<file path="src/hw/rtl/ape_pkg.sv">
// Shared types, constants and the divider step function of the affine plane line enumerator.
package ape_pkg;

	localparam int MAX_ORDER  = 61;
	localparam int ORDER_W    = 6;
	localparam int IDX_W      = 12;
	localparam int GROUP_W    = 12;
	localparam int CFG_IDX_W  = 2;
	localparam int CFG_DATA_W = 12;

	typedef enum logic [CFG_IDX_W-1:0] {
		REG_PLANE_ORDER = 2'd0,
		REG_LOWER_GROUP = 2'd1,
		REG_UPPER_GROUP = 2'd2
	} cfg_reg_t;

	// One stage of the restoring division of the point index by the order.
	typedef struct packed {
		logic               err;
		logic [IDX_W-1:0]   rem;
		logic [ORDER_W-1:0] quo;
	} div_stage_t;

	// Row, column and error flag of one request, handed to the expander.
	typedef struct packed {
		logic               err;
		logic [ORDER_W-1:0] row;
		logic [ORDER_W-1:0] col;
	} div_item_t;

	typedef enum logic [1:0] {
		EX_IDLE,
		EX_ROW,
		EX_LINE,
		EX_ERR
	} ex_state_t;

	// One quotient bit: subtract the order shifted by j when it fits.
	function automatic div_stage_t div_step(div_stage_t s, logic [ORDER_W-1:0] p,
		logic [2:0] j);
		logic [IDX_W:0] dvs;
		logic [IDX_W:0] rem_x;
		div_stage_t     o;
		dvs   = {{(IDX_W+1-ORDER_W){1'b0}}, p} << j;
		rem_x = {1'b0, s.rem};
		o     = s;
		if (rem_x >= dvs) begin
			o.rem    = IDX_W'(rem_x - dvs);
			o.quo[j] = 1'b1;
		end
		return o;
	endfunction

endpackage

</file>
<file path="src/hw/rtl/ape_divider.sv">
// Front pipeline: range check of the point index and a staged division into row and column.
module ape_divider (
	input  logic                        clk,
	input  logic                        arst_n,
	input  logic                        in_valid,
	output logic                        in_stall,
	input  logic [ape_pkg::IDX_W-1:0]   person_index,
	input  logic [ape_pkg::ORDER_W-1:0] p_order,
	output logic                        dn_valid,
	input  logic                        dn_ready,
	output ape_pkg::div_item_t          dn_item
);
	import ape_pkg::*;

	logic [IDX_W-1:0] psq;
	logic             en_s1, en_s2, en_s3, en_s4;
	logic             v_s1, v_s2, v_s3, v_s4;
	div_stage_t       st_in, st_s1, st_s2, st_s3, st_s4;
	div_stage_t       nx_s2, nx_s3, nx_s4;

	// A stage moves when it is empty or its contents move on.
	assign en_s4    = !v_s4 || dn_ready;
	assign en_s3    = !v_s3 || en_s4;
	assign en_s2    = !v_s2 || en_s3;
	assign en_s1    = !v_s1 || en_s2;
	assign in_stall = !en_s1;

	assign psq = {{(IDX_W-ORDER_W){1'b0}}, p_order} * {{(IDX_W-ORDER_W){1'b0}}, p_order};

	always_comb begin
		st_in.err = (person_index >= psq);
		st_in.rem = person_index;
		st_in.quo = '0;
		nx_s2 = div_step(div_step(st_s1, p_order, 3'd5), p_order, 3'd4);
		nx_s3 = div_step(div_step(st_s2, p_order, 3'd3), p_order, 3'd2);
		nx_s4 = div_step(div_step(st_s3, p_order, 3'd1), p_order, 3'd0);
	end

	always_ff @(posedge clk or negedge arst_n) begin
		if (!arst_n) begin
			v_s1 <= 1'b0;
			v_s2 <= 1'b0;
			v_s3 <= 1'b0;
			v_s4 <= 1'b0;
		end else begin
			if (en_s1) v_s1 <= in_valid;
			if (en_s2) v_s2 <= v_s1;
			if (en_s3) v_s3 <= v_s2;
			if (en_s4) v_s4 <= v_s3;
		end
	end

	always_ff @(posedge clk) begin
		if (en_s1 && in_valid) st_s1 <= st_in;
		if (en_s2 && v_s1) st_s2 <= nx_s2;
		if (en_s3 && v_s2) st_s3 <= nx_s3;
		if (en_s4 && v_s3) st_s4 <= nx_s4;
	end

	assign dn_valid    = v_s4;
	assign dn_item.err = st_s4.err;
	assign dn_item.row = st_s4.quo;
	assign dn_item.col = st_s4.rem[ORDER_W-1:0];

	a_div_result: assert property (@(posedge clk) disable iff (!arst_n)
		(dn_valid && !st_s4.err) |->
			(st_s4.quo < p_order) && (st_s4.rem < {{(IDX_W-ORDER_W){1'b0}}, p_order}))
		else $error("division result out of range for a valid index");

endmodule

</file>
<file path="src/hw/rtl/ape_expander.sv">
// Line sequencer: walks a point's lines to the output register, one result per cycle unless stalled.
module ape_expander (
	input  logic                        clk,
	input  logic                        arst_n,
	input  logic [ape_pkg::ORDER_W-1:0] p_order,
	input  logic [ape_pkg::GROUP_W-1:0] lower_group,
	input  logic [ape_pkg::GROUP_W-1:0] upper_group,
	input  logic                        dn_valid,
	output logic                        dn_ready,
	input  ape_pkg::div_item_t          dn_item,
	output logic                        out_valid,
	input  logic                        out_stall,
	output logic [ape_pkg::GROUP_W-1:0] group_id,
	output logic                        in_range,
	output logic                        index_error,
	output logic                        last
);
	import ape_pkg::*;

	ex_state_t          state_q, state_d;
	logic [ORDER_W-1:0] r_q, off_q, k_q;
	logic [GROUP_W-1:0] base_q;
	logic [ORDER_W:0]   off_wide;
	logic [ORDER_W-1:0] off_nx;
	logic               emit, o_en, fire, load;
	logic               cur_last, cur_done, cur_err, cur_inr;
	logic [GROUP_W-1:0] cur_group;
	logic               out_valid_q, in_range_q, index_error_q, last_q;
	logic [GROUP_W-1:0] group_id_q;
	ex_state_t          start_state;

	// Offset of the next slope line: (off - r) mod p, with both below p.
	assign off_wide = (off_q >= r_q) ? {1'b0, off_q} - {1'b0, r_q}
	                                 : {1'b0, off_q} + {1'b0, p_order} - {1'b0, r_q};
	assign off_nx   = off_wide[ORDER_W-1:0];

	always_comb begin
		cur_group = '0;
		cur_last  = 1'b0;
		cur_err   = 1'b0;
		cur_done  = 1'b0;
		unique case (state_q)
			EX_IDLE: begin
			end
			EX_ROW: begin
				cur_group = {{(GROUP_W-ORDER_W){1'b0}}, r_q};
				cur_last  = (p_order == ORDER_W'(1));
			end
			EX_LINE: begin
				cur_group = base_q + {{(GROUP_W-ORDER_W){1'b0}}, off_q};
				cur_last  = (k_q == p_order - ORDER_W'(1));
				cur_done  = cur_last;
			end
			EX_ERR: begin
				cur_err  = 1'b1;
				cur_last = 1'b1;
				cur_done = 1'b1;
			end
			default: begin
			end
		endcase
		cur_inr = !cur_err && (cur_group >= lower_group) && (cur_group < upper_group);
	end

	assign emit     = (state_q != EX_IDLE);
	assign o_en     = !out_valid_q || !out_stall;
	assign fire     = emit && o_en;
	assign dn_ready = (state_q == EX_IDLE) || (fire && cur_done);
	assign load     = dn_valid && dn_ready;

	assign start_state = dn_item.err ? EX_ERR : EX_ROW;

	always_comb begin
		state_d = state_q;
		unique case (state_q)
			EX_IDLE: begin
				if (load) state_d = start_state;
			end
			EX_ROW: begin
				if (fire) state_d = EX_LINE;
			end
			EX_LINE, EX_ERR: begin
				if (fire && cur_done) state_d = load ? start_state : EX_IDLE;
			end
			default: state_d = EX_IDLE;
		endcase
	end

	always_ff @(posedge clk or negedge arst_n) begin
		if (!arst_n) begin
			state_q     <= EX_IDLE;
			out_valid_q <= 1'b0;
		end else begin
			state_q <= state_d;
			if (o_en) out_valid_q <= emit;
		end
	end

	always_ff @(posedge clk) begin
		if (load) begin
			r_q    <= dn_item.row;
			off_q  <= dn_item.col;
			base_q <= {{(GROUP_W-ORDER_W){1'b0}}, p_order};
			k_q    <= '0;
		end else if (fire && state_q == EX_LINE) begin
			off_q  <= off_nx;
			base_q <= base_q + {{(GROUP_W-ORDER_W){1'b0}}, p_order};
			k_q    <= k_q + ORDER_W'(1);
		end
		if (fire) begin
			group_id_q    <= cur_group;
			in_range_q    <= cur_inr;
			index_error_q <= cur_err;
			last_q        <= cur_last;
		end
	end

	assign out_valid   = out_valid_q;
	assign group_id    = group_id_q;
	assign in_range    = in_range_q;
	assign index_error = index_error_q;
	assign last        = last_q;

	a_err_shape: assert property (@(posedge clk) disable iff (!arst_n)
		(out_valid_q && index_error_q) |-> (last_q && group_id_q == '0 && !in_range_q))
		else $error("error result must be a single cleared result");

	a_k_bound: assert property (@(posedge clk) disable iff (!arst_n)
		(state_q == EX_LINE) |-> (k_q < p_order))
		else $error("slope counter ran past the order");

	a_off_bound: assert property (@(posedge clk) disable iff (!arst_n)
		(state_q == EX_ROW || state_q == EX_LINE) |-> (off_q < p_order && r_q < p_order))
		else $error("row or offset not reduced below the order");

endmodule

</file>
<file path="src/hw/rtl/affine_plane_line_enumerator.sv">
// Top level of the affine plane line enumerator: configuration registers and the two pipeline parts.
// For each accepted point index, row times p plus column on a p-by-p grid, the block returns
// the p+1 line numbers of the affine plane of order p through that point: the row line r, the
// column line p+c, then for k = 1..p-1 the line p + k*p + ((c - r*k) mod p), with last set on
// the final one (for order one both results carry last). Every result also tells whether its
// line number lies in [lower_group, upper_group). An index of p*p or more gives one result with
// index_error and last set, group 0 and in_range clear. Orders above 61 act as 61. An index
// yields p+1 results (a single one for an error request), emitted by the line sequencer
// one result per cycle while out_stall is low; the next index is taken in the cycle its last
// result is registered, so results of requests waiting in the divider stream without gaps.
// On the path from an accepted request to its first result, the range check is registered
// together with the index on acceptance, three stages then divide it into row and column two
// quotient bits at a time, the line sequencer loads the result, and its first line number
// fills the output register. Configuration is written through cfg_we, cfg_index and cfg_data
// and must only change while the block is idle.
module affine_plane_line_enumerator (
	input  logic                           clk,
	input  logic                           arst_n,
	input  logic                           cfg_we,
	input  logic [ape_pkg::CFG_IDX_W-1:0]  cfg_index,
	input  logic [ape_pkg::CFG_DATA_W-1:0] cfg_data,
	input  logic                           in_valid,
	output logic                           in_stall,
	input  logic [ape_pkg::IDX_W-1:0]      person_index,
	output logic                           out_valid,
	input  logic                           out_stall,
	output logic [ape_pkg::GROUP_W-1:0]    group_id,
	output logic                           in_range,
	output logic                           index_error,
	output logic                           last
);
	import ape_pkg::*;

	logic [ORDER_W-1:0] plane_order_q;
	logic [GROUP_W-1:0] lower_group_q;
	logic [GROUP_W-1:0] upper_group_q;
	logic [ORDER_W-1:0] p_order;
	logic               dn_valid, dn_ready;
	div_item_t          dn_item;

	// Register writes; an index with no register behind it is ignored.
	always_ff @(posedge clk or negedge arst_n) begin
		if (!arst_n) begin
			plane_order_q <= ORDER_W'(2);
			lower_group_q <= '0;
			upper_group_q <= GROUP_W'(1);
		end else if (cfg_we) begin
			unique case (cfg_reg_t'(cfg_index))
				REG_PLANE_ORDER: plane_order_q <= cfg_data[ORDER_W-1:0];
				REG_LOWER_GROUP: lower_group_q <= cfg_data[GROUP_W-1:0];
				REG_UPPER_GROUP: upper_group_q <= cfg_data[GROUP_W-1:0];
				default: begin
				end
			endcase
		end
	end

	// The order saturates at the largest supported plane.
	assign p_order = (plane_order_q > ORDER_W'(MAX_ORDER)) ? ORDER_W'(MAX_ORDER) : plane_order_q;

	ape_divider u_divider (
		.clk          (clk),
		.arst_n       (arst_n),
		.in_valid     (in_valid),
		.in_stall     (in_stall),
		.person_index (person_index),
		.p_order      (p_order),
		.dn_valid     (dn_valid),
		.dn_ready     (dn_ready),
		.dn_item      (dn_item)
	);

	ape_expander u_expander (
		.clk         (clk),
		.arst_n      (arst_n),
		.p_order     (p_order),
		.lower_group (lower_group_q),
		.upper_group (upper_group_q),
		.dn_valid    (dn_valid),
		.dn_ready    (dn_ready),
		.dn_item     (dn_item),
		.out_valid   (out_valid),
		.out_stall   (out_stall),
		.group_id    (group_id),
		.in_range    (in_range),
		.index_error (index_error),
		.last        (last)
	);

endmodule
</file>
<file path="config.mk">
export PLATFORM = sky130hd
export DESIGN_NAME = affine_plane_line_enumerator
export DESIGN_NICKNAME = d
export VERILOG_FILES = /design/src/hw/rtl/ape_pkg.sv /design/src/hw/rtl/ape_divider.sv /design/src/hw/rtl/ape_expander.sv /design/src/hw/rtl/affine_plane_line_enumerator.sv
export SDC_FILE = /design/constraint.sdc
export NUM_CORES = 1
export LEC_CHECK = 0
export ABC_CLOCK_PERIOD_IN_PS = 6200
export BUFFER_PORTS_ARGS = -buffer_cell sky130_fd_sc_hd__buf_2
export CAP_MARGIN = 10
export CORE_UTILIZATION = 40
export CTS_CLUSTER_SIZE = 12
export DETAILED_ROUTE_END_ITERATION = 8
export PLACE_DENSITY_LB_ADDON = 0.1
export SLEW_MARGIN = 20
export SYNTH_ARGS = -nofsm -noshare
export SYNTH_HDL_FRONTEND = slang
export SYNTH_SLANG_ARGS = --single-unit
</file>
<file path="constraint.sdc">
create_clock -name clk -period 6.2 [get_ports clk]
set_input_delay 0.62 -clock clk [delete_from_list [all_inputs] [get_ports clk]]
set_output_delay 0.62 -clock clk [all_outputs]
set_load 0.05 [all_outputs]
</file>
==> qor.csv, run 1 <==
metric,value,unit
dp.cells,1353,
final.min_clock_period,5.31,ns
crit_path_end_kind,flip-flop,
syn_avg_cell_area,10.4,um2
leakagePower,0.00496,uW
chipHeight,162,um
wl,23500,um
layout_setup_ws,0.885,ns
fin_crit_sh,0.857,
drc,1,
synthFlopType,edfxtp_1,
insertion_delay,0.42,ns
setup_viol,0,
layout-drive-gt1-share,0.159,
syn_nets,1153,
async_flop_share,0.264,
grt_max_degree,38,
stdcell_area,11500,um2
start_util,0.407,
hp-class,in2async,
synth_xor_xnor_area_share,0.0566,
cp.arrival,5.49,ns
grt_setup_unrepaired,no,
ys_ff_latch,140,
cts_tree,yes,
routed_via_density,5.20,
grt_pass1_wl,37800,um
htreeDepth,4,
hold_buffers,0,
cp.required,6.38,ns
synth_compound_area_frac,0.140,
cts_buffer_depth,2,
ios,48,
r2r_start,plane_order_q[2],
gp_congestion,0.829,
synth.top_cells.by_count,"ha_1, inv_1, edfxtp_1",
synth.mux.area_fraction,0.0708,
overflow,0,
finClkSkew,0.0122,ns
nFillCells,2460,
hpwl,18400,um
yosys-top-cells-area,"edfxtp_1, ha_1, dfrtp_1, mux2_2, fa_1",
wire_per_inst,16.9,um
yosys.area.top_type,edfxtp_1,
core,25100,um2
synth_top_family_by_area,adder cells,
power.total,7340,uW
postCtsSetupBuffers,0,
synthCells,984,
dieArea,26200,um2
clock-sinks,140,
crit_path_start_kind,flip-flop,
postCtsResizedCells,0,
vias,7200,
max_cap_viol_count,0,
stdcell_count,1385,
worst_slew_pin_slew,0.914,ns
place_area,10900,um2
numCtsBuffers,17,
crit_type,reg2reg,
clkTransAtPathRegs,0.07,ns
syn_area,10200,um2
synth-edff-count,91,
drt_iter0_drc,281,
cts_root_buffer,clkbuf_16,
setup_tns,0,ns
synth_warnings,0,
max-vdd-ir-drop,0.274,mV
max_freq,188,MHz
antenna_left,0,
netlist.area_leader.share,0.267,
pre_cts_ws,0.903,ns
grt_pass1_vias,7081,
powerDensity,638,nW/um2
synthSimpleGateAreaFrac,0.117,
final-hold-violation-count,0,
ys_seq_area_frac,0.382,
r2r_slack,0.89,ns
violations,design-rule violations,
grtUsageTotal,0.188,
drv_slew,0,
synth.distinct_cells,73,
worstPathMaxFanout,10,
nNetsFinal,1211,
r2r_cells,23,
synthAdderAreaFrac,0.185,
relSlewSlack,0.391,
yosysMostFrequentCell,ha_1,
io_buffers,47,
syn_to_final_growth,12.5,%
n_antenna_cell,0,
reg2reg_to,u_divider.nx_s2[18],
outcome,"finished, violations left",
drt_pass1_iterations,6,
dieWidth,162,um
antenna_found_initial,0,
rows,58,
-- how the worst max path moves through the flow --
stage / startpoint / cells past startpoint / end
after floorplan: plane_order_q[3] / 23 / u_divider.nx_s2[18]
after global placement: plane_order_q[2] / 23 / u_divider.nx_s2[18]
after detailed placement: plane_order_q[5] / 22 / u_divider.nx_s2[18]
after CTS: plane_order_q[5] / 22 / u_divider.nx_s2[18]
after global routing: plane_order_q[5] / 17 / u_divider.st_s3[12]
final: plane_order_q[2] / 23 / u_divider.nx_s2[18]
-- registers in the layout (all words and copies together) (netlist names) --
signal and cells:
u_divider.dn_item 13, lower_group_q 12, u_divider.st_s1 12, u_divider.st_s2 12, u_divider.st_s3 12, u_expander.base_q 12
u_expander.group_id 12, upper_group_q 12, plane_order_q 6, u_expander.k_q 6, u_expander.off_q 6, u_expander.r_q 6
u_divider.nx_s4 5, u_divider.nx_s3 3, u_expander.state_q 2, u_divider.dn_valid 1, u_divider.nx_s2 1, u_divider.v_s1 1
u_divider.v_s2 1, u_divider.v_s3 1, u_expander.in_range 1, u_expander.index_error 1, u_expander.last 1, u_expander.out_valid 1
-- per-stage QoR --
step                       util  hold slack, ns
final                     0.458           0.325
after global routing      0.458           0.376
after detailed placement  0.433           0.405
after floorplan               -           0.324
after global placement    0.433           0.403
after CTS                 0.458           0.352
-- area by class of cell --
| cell class | instances | area (um2) | area share |
|---|---|---|---|
| clock buffers | 18 | 429 | 0.0373 |
| clock inverters | 14 | 184 | 0.0160 |
| inverters | 102 | 383 | 0.0333 |
| multi-input cells | 718 | 5830 | 0.507 |
| flip-flops and latches | 140 | 3900 | 0.339 |
| well taps | 330 | 413 | 0.0359 |
| repair buffers | 63 | 355 | 0.0309 |
-- cells by family after synthesis --
group | Yosys count
fa+ha+maj | 138
compound gates | 220
simple gates | 228
buf+inv | 126
flops | 140
xor+xnor | 66
mux | 66
-- power breakdown --
group | leakage (uW) | switching (uW) | internal (uW)
clock network | 0.000292 | 430 | 643
logic | 0.00328 | 2510 | 1880
registers | 0.00138 | 254 | 1620
-- cell usage in the layout (no fill, tap or decap), types with 6 or more instances in the layout --
| cell | instances |
|---|---|
| ha_1 | 116 |
| inv_1 | 100 |
| edfxtp_1 | 91 |
| nor2_1 | 56 |
| a21oi_1 | 56 |
| o21ai_0 | 53 |
| nand2_1 | 51 |
| mux2_2 | 50 |
| buf_2 | 47 |
| xnor2_1 | 38 |
| dfrtp_1 | 35 |
| a21o_1 | 31 |
| xor2_1 | 28 |
| fa_1 | 22 |
| nor2b_1 | 17 |
| clkbuf_16 | 17 |
| mux2i_1 | 16 |
| buf_4 | 16 |
| nor3_1 | 13 |
| o21a_1 | 13 |
| nand2b_1 | 13 |
| nand3_1 | 12 |
| dfxtp_1 | 12 |
| nand4_1 | 9 |
| nor4_1 | 8 |
| a211oi_1 | 8 |
| nand3b_1 | 7 |
| or3_1 | 6 |
| a22oi_1 | 6 |
| o31ai_1 | 6 |
| o21bai_1 | 6 |
| o211ai_1 | 6 |
-- layer usage --
metal  GRT usage  vias to the layer above  part of all wire
li1            -                     3674                 -
met1       0.272                     3414              0.52
met2       0.292                      103              0.45
met3      0.0299                        9             0.027
met4      0.0437                        0            0.0083
met5           0                        -                 0
-- critical path: stages (launching register included) --
cell and delay [ns]:
dfrtp_1 0.36, buf_4 0.19, and4_1 0.21, a21o_1 0.31, nand2_1 0.20, inv_1 0.07
fa_1 0.48, inv_1 0.06, fa_1 0.51, fa_1 0.55, inv_1 0.04, ha_1 0.32
and3b_1 0.19, o21a_1 0.17, o21ai_0 0.21, a21oi_1 0.12, o21a_1 0.17, nor2_1 0.10
xor2_1 0.19, ha_1 0.26, o21ai_0 0.08, nand2b_1 0.07, a21oi_1 0.13, o21ai_0 0.08
(Power assumes the default switching activity.)
==> run 2, diff against run 1 <==
--- a/config.mk
+++ b/config.mk
@@ -5,11 +5,11 @@
 export SDC_FILE = /design/constraint.sdc
 export NUM_CORES = 1
 export LEC_CHECK = 0
-export ABC_CLOCK_PERIOD_IN_PS = 6200
+export ABC_CLOCK_PERIOD_IN_PS = 6300
 export BUFFER_PORTS_ARGS = -buffer_cell sky130_fd_sc_hd__buf_2
 export CAP_MARGIN = 10
 export CORE_UTILIZATION = 40
-export CTS_CLUSTER_SIZE = 12
+export CTS_CLUSTER_SIZE = 30
 export DETAILED_ROUTE_END_ITERATION = 8
 export PLACE_DENSITY_LB_ADDON = 0.1
 export SLEW_MARGIN = 20
==> constraint.sdc (replaced) <==
create_clock -name clk -period 6.3 [get_ports clk]
set_input_delay 0.63 -clock clk [delete_from_list [all_inputs] [get_ports clk]]
set_output_delay 0.63 -clock clk [all_outputs]
set_load 0.05 [all_outputs]
==> run 2 against run 1 <==
The run still ends with design-rule violations left. Register-to-register slack got worse by 0.07 ns. Clock skew decreased by 0.0032 ns. Maximum frequency decreased by 3.2%. Design area about the same. Total power decreased by 1.9%. Die area unchanged. First-iteration DRC count increased by 14%. Cell count increased by 0.29%. Clock-buffer cell count unchanged. Sequential power about the same. Setup slack got worse by 0.075 ns.
==> qor.csv, run 2 (synthesis gave the netlist of run 1 again) <==
metric,value,unit,change
outcome,"finished, violations left",,unchanged
violations,design-rule violations,,unchanged
dieArea,26200,um2,unchanged
cts_tree,yes,,unchanged
rows,58,,unchanged
overflow,0,,unchanged
gr-max-usage-layer,met2,,unchanged
r2r_start,plane_order_q[4],,was plane_order_q[2]
insertion_delay,0.43,ns,was 0.42 ns
antenna_left,0,,unchanged
max_freq,182,MHz,was 188 MHz
cts_root_buffer,clkbuf_16,,unchanged
use_met3,0.0232,,was 0.0299
mostFrequentLayoutCell,ha_1,,unchanged
hold_buffers,0,,unchanged
dieWidth,162,um,unchanged
layout_common_cells,"ha_1, inv_1, edfxtp_1",,unchanged
drc,1,,unchanged
crit_type,reg2reg,,unchanged
ios,48,,unchanged
max-vdd-ir-drop,0.195,mV,was 0.274 mV
clock-sinks,140,,unchanged
leakagePower,0.00496,uW,about the same
nFillCells,2430,,was 2460
grt_pass1_wl,37300,um,was 37800 um
final-hold-violation-count,0,,unchanged
max_cap_viol_count,0,,unchanged
wl,23500,um,about the same
syn_to_final_growth,12.5,%,about the same
r2r_slack,0.81,ns,was 0.89 ns
start_util,0.407,,unchanged
hpwl,18200,um,was 18400 um
grt_pass1_vias,6881,,was 7081
hp-class,in2async,,unchanged
grtUsageTotal,0.186,,was 0.188
cp.arrival,5.66,ns,was 5.49 ns
crit_path_start_kind,flip-flop,,unchanged
htreeDepth,4,,unchanged
use_met2,0.282,,was 0.292
place_area,10900,um2,about the same
drt_pass1_iterations,7,,was 6
postCtsResizedCells,0,,unchanged
setup_tns,0,ns,unchanged
worst_slew_pin_slew,0.914,ns,about the same
powerDensity,626,nW/um2,was 638 nW/um2
vias,7241,,was 7200
n_antenna_cell,0,,unchanged
core,25100,um2,unchanged
reg2reg_to,u_divider.nx_s2[18],,unchanged
wire_per_inst,16.9,um,about the same
gr-usage-met1,0.276,,was 0.272
antenna_found_initial,0,,unchanged
final.min_clock_period,5.49,ns,was 5.31 ns
largest_reg_flops,13,,unchanged
nNetsFinal,1215,,was 1211
drv_slew,0,,unchanged
crit_path_end_kind,flip-flop,,unchanged
stdcell_area,11500,um2,about the same
fin_crit_sh,0.871,,was 0.857
gp_congestion,0.831,,was 0.829
cp.required,6.47,ns,was 6.38 ns
cts_buffer_depth,2,,unchanged
finClkSkew,0.00900,ns,was 0.0122 ns
setup_viol,0,,unchanged
r2r_cells,22,,was 23
worstPathMaxFanout,9,,was 10
clkTransAtPathRegs,0.06,ns,was 0.07 ns
io_buffers,47,,unchanged
relSlewSlack,0.390,,was 0.391
routed_via_density,5.21,,was 5.20
grt_setup_unrepaired,no,,unchanged
grt_max_degree,38,,unchanged
drt_iter0_drc,321,,was 281
postCtsSetupBuffers,0,,unchanged
numCtsBuffers,17,,unchanged
chipHeight,162,um,unchanged
layout-drive-gt1-share,0.160,,was 0.159
[run 2: power by group]
part	switching [uW]	total, uW	leakage [uW]	internal, uW
sequential	246	1840	0.00138	1590
clock	409	1030	0.000281	623
combinational	2470	4330	0.00330	1860
[run 2: area by class of cell]
| class | instances | area [um2] | area share |
|---|---|---|---|
| clock buffer | 18 | 429 | 0.0373 |
| clock inverter | 14 | 169 | 0.0147 |
| inverter | 102 | 383 | 0.0333 |
| multi-input combinational | 718 | 5820 | 0.506 |
| sequential | 140 | 3900 | 0.339 |
| tap | 330 | 413 | 0.0359 |
| timing repair buffer | 67 | 385 | 0.0335 |
[run 2: how the worst max path moves through the flow]
stage                startpoint  cells after the start             endpoint
2_1_floorplan  plane_order_q[3]                     23  u_divider.nx_s2[18]
4_1_cts        plane_order_q[4]                     22  u_divider.nx_s2[18]
3_3_place_gp   plane_order_q[4]                     22  u_divider.nx_s2[18]
6_report       plane_order_q[4]                     22  u_divider.nx_s2[18]
3_5_place_dp   plane_order_q[4]                     22  u_divider.nx_s2[18]
5_1_grt        plane_order_q[4]                     22  u_divider.nx_s2[18]
[run 2: per-layer routing]
layer / part of all wire / wire length (um) / vias up
li1: - / - / 3668
met1: 0.52 / 12200 / 3441
met2: 0.44 / 10400 / 109
met3: 0.026 / 615 / 23
met4: 0.013 / 300 / 0
met5: 0 / 0 / -
[run 2: stage by stage]
step                setup slack (ns)  hold slack (ns)   util  std cells  power, uW
CTS                            0.732            0.352  0.458       1389       7250
global route                   0.357            0.396  0.458       1389       7830
detailed placement             0.802            0.405  0.434       1357       6180
global placement               0.850            0.403  0.434       1357       6190
floorplan                      0.523            0.334      -        984       5170
finish                         0.811            0.329  0.458       1389       7200
[run 2: critical path, stage by stage, from the launching register on]
cell and delay (ns):
dfrtp_1 0.53, and4_1 0.26, nor2b_1 0.06, inv_1 0.39
nor2_1 0.20, fa_1 0.56, inv_1 0.05, fa_1 0.50
fa_1 0.55, inv_1 0.04, ha_1 0.32, and3b_1 0.19
o21a_1 0.17, o21ai_0 0.21, a21oi_1 0.12, nand2b_1 0.16
ha_1 0.29, a21oi_1 0.14, nor2b_1 0.05, o21ai_0 0.15
nand2b_1 0.07, a21oi_1 0.13, o21ai_0 0.09
==> run 3, diff against run 2 <==
--- a/config.mk
+++ b/config.mk
@@ -5,7 +5,7 @@
 export SDC_FILE = /design/constraint.sdc
 export NUM_CORES = 1
 export LEC_CHECK = 0
-export ABC_CLOCK_PERIOD_IN_PS = 6300
+export ABC_CLOCK_PERIOD_IN_PS = 6980
 export BUFFER_PORTS_ARGS = -buffer_cell sky130_fd_sc_hd__buf_2
 export CAP_MARGIN = 10
 export CORE_UTILIZATION = 40
==> constraint.sdc (replaced) <==
create_clock -name clk -period 6.98 [get_ports clk]
set_input_delay 0.698 -clock clk [delete_from_list [all_inputs] [get_ports clk]]
set_output_delay 0.698 -clock clk [all_outputs]
set_load 0.05 [all_outputs]
==> run 3 against run 2 <==
The run now ends clean. Setup slack improved by 0.46 ns. Global-route usage rose by 0.62 points. Critical path depth did not move. Sequential share of layout area rose by 0.35 points. First-iteration DRC count rose by 17%. Critical path type unchanged. Largest cell class unchanged. Highest routed layer unchanged.
==> qor.csv, run 3 (synthesis gave the netlist of run 1 again) <==
metric,value,unit,change
grt_pass1_vias,7096,,was 6881
worstPathMaxFanout,15,,was 9
relSlewSlack,0.415,,was 0.390
rows,58,,unchanged
n_antenna_cell,0,,unchanged
grt_setup_unrepaired,no,,unchanged
finClkSkew,0.0112,ns,was 0.00900 ns
layout_common_cells,"ha_1, inv_1, edfxtp_1",,unchanged
nNetsFinal,1205,,was 1215
insertion_delay,0.43,ns,about the same
hpwl,18200,um,about the same
hp-class,in2async,,unchanged
max_freq,175,MHz,was 182 MHz
dieWidth,162,um,unchanged
cts_buffer_depth,2,,unchanged
overflow,0,,unchanged
antenna_found_initial,0,,unchanged
gp_congestion,0.846,,was 0.831
crit_path_start_kind,flip-flop,,unchanged
grt_max_degree,38,,unchanged
largest_reg_flops,13,,unchanged
final-hold-violation-count,0,,unchanged
setup_viol,0,,unchanged
postCtsSetupBuffers,0,,unchanged
syn_to_final_growth,11.4,%,was 12.5%
mostFrequentLayoutCell,ha_1,,unchanged
wire_per_inst,17.3,um,was 16.9 um
worst_slew_pin_slew,0.877,ns,was 0.914 ns
drv_slew,0,,unchanged
drt_pass1_iterations,4,,was 7
antenna_left,0,,unchanged
clkTransAtPathRegs,0.07,ns,was 0.06 ns
crit_path_end_kind,flip-flop,,unchanged
wl,23800,um,was 23500 um
cts_tree,yes,,unchanged
ios,48,,unchanged
vias,7208,,was 7241
postCtsResizedCells,0,,unchanged
crit_type,reg2reg,,unchanged
drc,0,,was 1
grt_pass1_wl,38600,um,was 37300 um
start_util,0.407,,unchanged
io_buffers,47,,unchanged
clock-sinks,140,,unchanged
fin_crit_sh,0.819,,was 0.871
max_cap_viol_count,0,,unchanged
cp.arrival,5.89,ns,was 5.66 ns
hold_buffers,0,,unchanged
drt_iter0_drc,377,,was 321
chipHeight,162,um,unchanged
outcome,"finished, final reports clean",,"was finished, violations left"
final.min_clock_period,5.71,ns,was 5.49 ns
routed_via_density,5.23,,was 5.21
dieArea,26200,um2,unchanged
htreeDepth,4,,unchanged
setup_tns,0,ns,unchanged
layout-drive-gt1-share,0.154,,was 0.160
cts_root_buffer,clkbuf_16,,unchanged
numCtsBuffers,17,,unchanged
nFillCells,2469,,was 2430
grtUsageTotal,0.192,,was 0.186
core,25100,um2,unchanged
cp.required,7.15,ns,was 6.47 ns
==> run 3: changes by cell type in the layout (fill, tap and decap cells not counted), sizes merged <==
cell	before	now
bufinv	3	0
clkinv	4	1
inv	105	114
clkinvlp	4	0
buf	67	57
clkbuf	18	19
==> run 3: per-layer routing <==
layer / up-vias / wire length [um] / GRT usage
met4: 0 / 314 / 0.0493
li1: 3648 / - / -
met3: 19 / 672 / 0.0312
met5: - / 0 / 0
met2: 98 / 10200 / 0.287
met1: 3443 / 12600 / 0.288
==> run 3: cell type report <==
cell class / instances / area [um2] / area share
Clock inverter: 13 / 98.8 / 0.00868
Multi-Input combinational cell: 718 / 5830 / 0.512
Clock buffer: 19 / 453 / 0.0398
Timing Repair Buffer: 57 / 310 / 0.0273
Sequential cell: 140 / 3900 / 0.343
Inverter: 102 / 383 / 0.0336
Tap cell: 330 / 413 / 0.0363
==> run 3: worst paths after layout <==
| kind | slack [ns] | to | startpoint | depth (start not counted) |
|---|---|---|---|---|
| max | 1.27 | u_divider.nx_s2[18] | plane_order_q[2] | 22 |
| min | 0.37 | u_expander.out_valid | arst_n | 1 |
| max reg2reg | 1.27 | u_divider.nx_s2[18] | plane_order_q[2] | 22 |
| min reg2reg | 0.42 | u_divider.nx_s3[18] | u_divider.nx_s2[18] | 0 |
| max in group asynchronous | 6.03 | plane_order_q[2] | arst_n | 1 |
| min in group clk | 0.42 | u_divider.nx_s3[18] | u_divider.nx_s2[18] | 0 |
==> run 3: critical path, cell delays in order, from the launching register on <==
cell,delay (ns)
dfrtp_1,0.61
and4_1,0.28
a21o_1,0.58
nand2_1,0.24
inv_1,0.12
fa_1,0.41
inv_1,0.09
fa_1,0.42
fa_1,0.56
inv_1,0.05
ha_1,0.32
and3b_1,0.19
o21a_1,0.17
o21ai_0,0.22
a21oi_1,0.12
nand2b_1,0.16
ha_1,0.29
a21oi_1,0.17
nor2b_1,0.06
o21ai_0,0.14
nand2b_1,0.07
a21oi_1,0.12
o21ai_0,0.09
==> run 3: through the flow <==
stage	hold WS, ns	std cells	setup slack, ns	instance area [um2]	utilization
6_report	0.373	1379	1.27	11400	0.453
4_1_cts	0.396	1379	1.24	11400	0.453
3_5_place_dp	0.406	1347	1.29	10800	0.431
2_1_floorplan	0.400	984	1.20	10200	-
3_3_place_gp	0.403	1347	1.38	10800	0.431
5_1_grt	0.423	1379	0.731	11400	0.453
Power of run 3 is not shown: default switching activity piles up to over one toggle a cycle in this logic, so the estimate is an artifact.
